**src/hdl/websocket_frame_unmasker_top_defines.svh**
```systemverilog
// Assertion helpers for the frame unmasker top.
// Both expect a clock named clk and an active-high reset named rst in scope.
`ifndef WEBSOCKET_FRAME_UNMASKER_TOP_DEFINES_SVH
`define WEBSOCKET_FRAME_UNMASKER_TOP_DEFINES_SVH

// Same-cycle implication.
`define WSFU_ASSERT_IMP(lbl, ante, cons, msg) \
  lbl: assert property (@(posedge clk) disable iff (rst) (ante) |-> (cons)) else $error(msg);

// Next-cycle implication.
`define WSFU_ASSERT_NXT(lbl, ante, cons, msg) \
  lbl: assert property (@(posedge clk) disable iff (rst) (ante) |=> (cons)) else $error(msg);

`endif

```
**src/hdl/wsfu_pkg.sv**
```systemverilog
package wsfu_pkg;

  typedef enum logic [1:0] {
    ST_PAYLOAD = 2'd0,
    ST_EMPTY   = 2'd1,
    ST_EXTLEN  = 2'd2
  } status_t;

  // Length codes at or above this value announce an extended length field.
  localparam logic [6:0] LEN_EXT_MIN = 7'd126;

  typedef struct packed {
    logic [7:0] payload_byte;
    logic [3:0] opcode;
    logic       final_flag;
    logic [2:0] reserved_bits;
    logic       mask_present;
    logic [6:0] frame_length;
    logic       last_of_frame;
    status_t    status;
  } result_t;

endpackage

```
**src/hdl/wsfu_parse.sv**
```systemverilog
module wsfu_parse (
  input  logic              clk,
  input  logic              rst,
  input  logic              step,
  input  logic [7:0]        frame_byte,
  output logic              emit,
  output wsfu_pkg::result_t res
);

  typedef enum logic [2:0] {
    PH_HDR0 = 3'd0,
    PH_HDR1 = 3'd1,
    PH_KEY0 = 3'd2,
    PH_KEY1 = 3'd3,
    PH_KEY2 = 3'd4,
    PH_KEY3 = 3'd5,
    PH_DATA = 3'd6
  } phase_t;

  phase_t      phase, phase_next;
  logic [31:0] mask_key, mask_key_next;
  logic [6:0]  bytes_left, bytes_left_next;
  logic [1:0]  key_index, key_index_next;
  logic [3:0]  held_opcode, held_opcode_next;
  logic        held_fin, held_fin_next;
  logic [2:0]  held_reserved, held_reserved_next;
  logic        held_mask_bit, held_mask_bit_next;
  logic [6:0]  held_length, held_length_next;
  logic [7:0]  key_byte;

  always_comb begin
    case (key_index)
      2'd0:    key_byte = mask_key[7:0];
      2'd1:    key_byte = mask_key[15:8];
      2'd2:    key_byte = mask_key[23:16];
      default: key_byte = mask_key[31:24];
    endcase
  end

  always_comb begin
    phase_next         = phase;
    mask_key_next      = mask_key;
    bytes_left_next    = bytes_left;
    key_index_next     = key_index;
    held_opcode_next   = held_opcode;
    held_fin_next      = held_fin;
    held_reserved_next = held_reserved;
    held_mask_bit_next = held_mask_bit;
    held_length_next   = held_length;
    emit               = 1'b0;

    res.payload_byte  = 8'd0;
    res.opcode        = held_opcode;
    res.final_flag    = held_fin;
    res.reserved_bits = held_reserved;
    res.mask_present  = held_mask_bit;
    res.frame_length  = held_length;
    res.last_of_frame = 1'b1;
    res.status        = wsfu_pkg::ST_PAYLOAD;

    unique case (phase)
      PH_HDR1: begin
        held_mask_bit_next = frame_byte[7];
        held_length_next   = frame_byte[6:0];
        res.mask_present   = frame_byte[7];
        res.frame_length   = frame_byte[6:0];
        if (frame_byte[6:0] >= wsfu_pkg::LEN_EXT_MIN) begin
          // Drop the frame: report once and wait for a new header.
          emit        = 1'b1;
          res.status  = wsfu_pkg::ST_EXTLEN;
          phase_next  = PH_HDR0;
        end else begin
          phase_next = PH_KEY0;
        end
      end
      PH_KEY0, PH_KEY1, PH_KEY2: begin
        mask_key_next = {frame_byte, mask_key[31:8]};
        phase_next    = phase_t'(phase + 3'd1);
      end
      PH_KEY3: begin
        mask_key_next = {frame_byte, mask_key[31:8]};
        if (held_length == 7'd0) begin
          emit       = 1'b1;
          res.status = wsfu_pkg::ST_EMPTY;
          phase_next = PH_HDR0;
        end else begin
          bytes_left_next = held_length;
          key_index_next  = 2'd0;
          phase_next      = PH_DATA;
        end
      end
      PH_DATA: begin
        emit              = 1'b1;
        res.payload_byte  = frame_byte ^ key_byte;
        res.last_of_frame = (bytes_left == 7'd1);
        key_index_next    = key_index + 2'd1;
        bytes_left_next   = bytes_left - 7'd1;
        if (bytes_left == 7'd1) begin
          phase_next = PH_HDR0;
        end
      end
      default: begin
        held_fin_next      = frame_byte[7];
        held_reserved_next = frame_byte[6:4];
        held_opcode_next   = frame_byte[3:0];
        phase_next         = PH_HDR1;
      end
    endcase
  end

  always_ff @(posedge clk) begin
    if (rst) begin
      phase         <= PH_HDR0;
      mask_key      <= 32'd0;
      bytes_left    <= 7'd0;
      key_index     <= 2'd0;
      held_opcode   <= 4'd0;
      held_fin      <= 1'b0;
      held_reserved <= 3'd0;
      held_mask_bit <= 1'b0;
      held_length   <= 7'd0;
    end else if (step) begin
      phase         <= phase_next;
      mask_key      <= mask_key_next;
      bytes_left    <= bytes_left_next;
      key_index     <= key_index_next;
      held_opcode   <= held_opcode_next;
      held_fin      <= held_fin_next;
      held_reserved <= held_reserved_next;
      held_mask_bit <= held_mask_bit_next;
      held_length   <= held_length_next;
    end
  end

endmodule

```
**src/hdl/websocket_frame_unmasker_top.sv**
```systemverilog
// WebSocket client frame unmasker.
// Input channel: one raw frame byte per word on frame_byte, in_valid/in_ready.
// Output channel: one result word per payload byte, plus one status word for
// an empty frame or for an unsupported extended length code (126, 127),
// out_valid/out_ready. Header bytes and mask-key bytes give no word.
// Each result carries the frame's opcode, FIN, reserved bits, mask bit and
// 7-bit length code; last_of_frame marks the final word of the frame.
// An accepted byte waits in the input register, passes the parse stage and
// has its result registered in the output register, which drives out_valid.
// Throughput: one byte per clock while no receiver stall holds the flow, set
// by the single parse stage between the input register and the output
// register.
// Reset (rst, synchronous): both registers empty, parser waits for a first
// header byte, stored key and header fields cleared.
// Receiver stall: a waiting result holds in the output register; one more
// byte is taken into the input register, and bytes that give no result keep
// flowing; in_ready drops only when a result-producing byte is blocked.
`include "websocket_frame_unmasker_top_defines.svh"

module websocket_frame_unmasker_top (
  input  logic       clk,
  input  logic       rst,
  input  logic       in_valid,
  output logic       in_ready,
  input  logic [7:0] frame_byte,
  output logic       out_valid,
  input  logic       out_ready,
  output logic [7:0] payload_byte,
  output logic [3:0] opcode,
  output logic       final_flag,
  output logic [2:0] reserved_bits,
  output logic       mask_present,
  output logic [6:0] frame_length,
  output logic       last_of_frame,
  output logic [1:0] status
);

  logic              a_valid;
  logic [7:0]        a_byte;
  logic              res_emit;
  logic              b_adv;
  wsfu_pkg::result_t res;
  wsfu_pkg::result_t res_q;
  logic              ext_word_ok;
  logic              empty_word_ok;

  // Advance the parse stage unless it would overwrite a waiting result.
  assign b_adv    = a_valid && (!res_emit || !out_valid || out_ready);
  assign in_ready = !a_valid || b_adv;

  always_ff @(posedge clk) begin
    if (rst) begin
      a_valid <= 1'b0;
    end else if (in_ready) begin
      a_valid <= in_valid;
    end
    if (in_valid && in_ready) begin
      a_byte <= frame_byte;
    end
  end

  wsfu_parse u_parse (
    .clk        (clk),
    .rst        (rst),
    .step       (b_adv),
    .frame_byte (a_byte),
    .emit       (res_emit),
    .res        (res)
  );

  always_ff @(posedge clk) begin
    if (rst) begin
      out_valid <= 1'b0;
    end else if (b_adv && res_emit) begin
      out_valid <= 1'b1;
    end else if (out_ready) begin
      out_valid <= 1'b0;
    end
    if (b_adv && res_emit) begin
      res_q <= res;
    end
  end

  assign payload_byte  = res_q.payload_byte;
  assign opcode        = res_q.opcode;
  assign final_flag    = res_q.final_flag;
  assign reserved_bits = res_q.reserved_bits;
  assign mask_present  = res_q.mask_present;
  assign frame_length  = res_q.frame_length;
  assign last_of_frame = res_q.last_of_frame;
  assign status        = res_q.status;

  assign ext_word_ok   = (status != wsfu_pkg::ST_EXTLEN) ||
                         (last_of_frame && payload_byte == 8'd0 &&
                          frame_length >= wsfu_pkg::LEN_EXT_MIN);
  assign empty_word_ok = (status != wsfu_pkg::ST_EMPTY) ||
                         (last_of_frame && frame_length == 7'd0);

  `WSFU_ASSERT_NXT(a_hold_blocked, a_valid && !b_adv, a_valid && $stable(a_byte), "byte lost")
  `WSFU_ASSERT_IMP(a_ready_only_full, !in_ready, a_valid && res_emit && out_valid, "bad in_ready")
  `WSFU_ASSERT_IMP(a_extlen_word, out_valid, ext_word_ok, "bad ext word")
  `WSFU_ASSERT_IMP(a_empty_word, out_valid, empty_word_ok, "bad empty word")

endmodule

```
**config.mk**
```make
export PLATFORM = sky130hd
export DESIGN_NAME = websocket_frame_unmasker_top
export DESIGN_NICKNAME = d
export VERILOG_FILES = /design/src/hdl/wsfu_pkg.sv /design/src/hdl/wsfu_parse.sv /design/src/hdl/websocket_frame_unmasker_top.sv
export VERILOG_INCLUDE_DIRS = /design/src /design/src/hdl
export SDC_FILE = /design/constraint.sdc
export NUM_CORES = 1
export LEC_CHECK = 0
export BUFFER_PORTS_ARGS = -buffer_cell sky130_fd_sc_hd__buf_2
export CORE_AREA = 5 5 130 95
export CTS_CLUSTER_DIAMETER = 60
export DETAILED_ROUTE_END_ITERATION = 12
export DIE_AREA = 0 0 135 100
export PLACE_DENSITY = 0.59
export SLEW_MARGIN = 10
export SYNTH_ARGS = -nofsm -noshare
export SYNTH_HDL_FRONTEND = slang
export SYNTH_SLANG_ARGS = --single-unit
```
**constraint.sdc**
```tcl
create_clock -name clk -period 4.6 [get_ports clk]
set_input_delay 0.23 -clock clk [delete_from_list [all_inputs] [get_ports clk]]
set_output_delay 0.23 -clock clk [all_outputs]
set_load 0.01 [all_outputs]
```
==> summary.txt <==
Detailed routing
  • Wire per inst: 15.9 µm
  • Routed WL: 9.10 mm
  • Post-DRT Antenna Nets: 0
  • Initial DRC Count: 184
  • Number of remaining DRC errors: 0
  • Vias/cell: 4.97
  • Pre-Repair DR Iteration Count: 5
  • Vias: 2852

Synthesis
  • Mapped Area: 4240 µm²
  • Yosys warns: 0
  • Top cells by area, synth: dfxtp_1 (29%), edfxtp_1 (25%), mux2i_1 (12%), nor2_1 (6.0%), ha_1 (3.2%)
  • Synth Register Bits: 97
  • Area leader, netlist: dfxtp_1
  • Post-synthesis sequential area ratio: 54.1%
  • Yosys cell types: 45
  • Ys async rst share: 0%
  • Most common flop cell mapped by yosys: dfxtp_1
  • Syn Inst Count: 384
  • Mean Syn Cell Area: 11.0 µm²
  • Number of synthesized flops with an enable pin: 35
  • Syn nets: 407
  • Post-synth top area share: 29.3%
  • Top-count cell post-synth: nor2_1
  • Synth cell count leaders: nor2_1 (68), dfxtp_1 (62), mux2i_1 (49)

Worst setup path
  • Top delay family on crit path: compound AO/OA/AOI/OAI gates
  • Worst setup SP type: register
  • CP cell instances: inv_1 -> ha_1 -> nand2b_1 -> nor3_1 -> o21bai_1 -> a31oi_1
  • Reg2Reg Setup Slack: 1830 ps
  • Crit. End Element: register
  • Critical Path AT: 2740 ps
  • Worst r2r src: u_parse.phase[1]$_SDFFE_PP0P_
  • Worst r2r path cells: 6
  • R2r endpoint: a_byte[5]$_DFFE_PP_
  • Slowest Stage Delay on Critical Path: 860 ps
  • CP max FO: 12
  • Buf+Inv Stages, Crit Path: 1
  • Slowest cell on crit path: a31oi_1
  • WP data required: 4570 ps
  • Crit path kind: register to register

Placement
  • IO buf count: 40
  • Post-DP HPWL: 6.15 mm
  • Gpl congestion: 0.881

Timing
  • Fin. max-slew vios: 0
  • Final setup vio count: 0
  • Count of final hold-check violations: 0
  • RSZ-0062 raised after global routing: false
  • Fmax: 360 MHz
  • Slew HR: 25.1%
  • Final TNS setup: 0 ps
  • Slew @ Worst Pin: 1120 ps
  • Fin crit period: 2770 ps
  • Clock skew: 9.42 ps
  • Tcrit/Tclk final: 60.3%

Power and ir drop
  • Worst VDD drop: 0.000219 V
  • Power Density: 362 nW/µm²
  • Total chip power: 0.00174 W
  • Leak: 2.02 nW

Clock tree
  • Clk_lat worst skew: 350 ps
  • CTS Hold Bufs: 0
  • CTS tree: built
  • CTS Sinks: 97
  • Maximum root-to-sink buffer count: 2
  • Post-CTS Setup Bufs: 0
  • Clk pin slew, worst setup/hold paths: 70 ps
  • Num CTS Buffers: 9
  • Clk root buf: clkbuf_16
  • # H-tree levels: 3
  • Gates resized, CTS repair: 0

Floorplanning
  • Total core area: 10900 µm²
  • Die W: 135 µm
  • Starting density of the core: 39.1%
  • Die Ht: 100 µm
  • FP Rows: 32
  • Die ar.: 13500 µm²
  • IO Count: 41

GRT
  • Initial antenna violation count: 0
  • Gr usage total: 14.1%
  • Grt total ovfl: 0
  • First-pass GRT wire length: 14.7 mm
  • Largest net degree at the start of global routing: 63
  • Vias in the first global route: 2693

Finish
  • Area delta synth->final: 13.3%
  • Number of diodes: 0
  • Share of layout cells above drive strength 1: 19.0%
  • Nets: 439
  • Final Util: 44.3%
  • Fillers: 1011

Run status
  • Outcome: finished, final reports clean

Hold path
  • Hold Startpoint: frame_byte[1]
  • Worst min-delay path class: input port to register
  • Hold depth: 1
  • WHS Endpoint: a_byte[1]$_DFFE_PP_

Flow run
  • Maxcap violations: 0
[cell usage in the layout, fill, tap and decap left out, types with 5 or more instances in the layout]
cell	count
nor2_1	68
dfxtp_1	62
mux2i_1	49
buf_2	40
edfxtp_1	35
nand2_1	23
o21ai_0	16
a21oi_1	16
ha_1	11
inv_1	9
clkbuf_16	9
mux2_2	8
a222oi_1	8
xnor2_1	8
nor3_1	5
or2_2	5
[routing by layer]
layer  global-route usage [%]  routed length [µm]
met4                     3.49                  79
met1                     21.5                4930
met2                     18.9                3580
met3                     4.91                 510
met5                        0                   0
[worst max-delay path by stage]
stage | start | cells after the start | end | slack (ps)
finish | u_parse.phase[1]$_SDFFE_PP0P_ | 6 | a_byte[5]$_DFFE_PP_ | 1830
global route | u_parse.phase[1]$_SDFFE_PP0P_ | 6 | a_byte[5]$_DFFE_PP_ | 1590
CTS | u_parse.phase[1]$_SDFFE_PP0P_ | 6 | status[0]$_DFFE_PP_ | 1510
detailed placement | u_parse.phase[1]$_SDFFE_PP0P_ | 6 | payload_byte[2]$_SDFFCE_PP0P_ | 1520
global placement | u_parse.phase[1]$_SDFFE_PP0P_ | 6 | payload_byte[2]$_SDFFCE_PP0P_ | 1590
floorplan | u_parse.phase[1]$_SDFFE_PP0P_ | 6 | final_flag$_DFFE_PP_ | 2120
[area by class of cell]
type                            count  area [µm²]  share of cell area, %
Clock buffer                        9         225                   4.69
Timing Repair Buffer               42         215                   4.48
Inverter                            9        33.8                  0.703
Sequential cell                    97        2290                   47.7
Multi-Input combinational cell    257        1780                   37.1
Clock inverter                      7        63.8                   1.33
Tap cell                          153         191                   3.99
[logic make-up after synthesis]
kind of cell	share of synthesized area, %
AND/OR/NAND/NOR	12.9
adder cells (fa/ha/maj)	3.25
flip-flops	54.1
buffers and inverters	3.95
multiplexers	13.7
XOR/XNOR	1.65
AO/OA/AOI/OAI	10.5
[power breakdown]
group / switching [W] / leakage (nW) / internal, W
logic: 0.0000499 / 1.03 / 0.0000361
clock network: 0.000355 / 0.139 / 0.000376
registers: 0.0000194 / 0.855 / 0.000901
[through the flow]
stage	area, µm²	instances	setup slack [ps]	hold WS (ps)
after floorplan	4240	384	2120	329
after global placement	4510	558	1590	412
after detailed placement	4510	558	1520	414
after CTS	4800	574	1510	46.9
after global routing	4800	574	1590	46.5
final	4800	574	1830	50.5
[state kept, by name (all words and copies together), names as in the netlist, 4 cells and up]
register,cells
frame_length,7
u_parse.held_length,7
u_parse.held_opcode,4
u_parse.mask_key,32
u_parse.bytes_left,7
payload_byte,8
opcode,4
a_byte,8
[worst reg2reg max path: stages (launching register included)]
cell      delay (ps)
dfxtp_1          390
inv_1             90
ha_1             260
nand2b_1         440
nor3_1           130
o21bai_1         230
a31oi_1          860
Power figures use the tool's default switching activity.
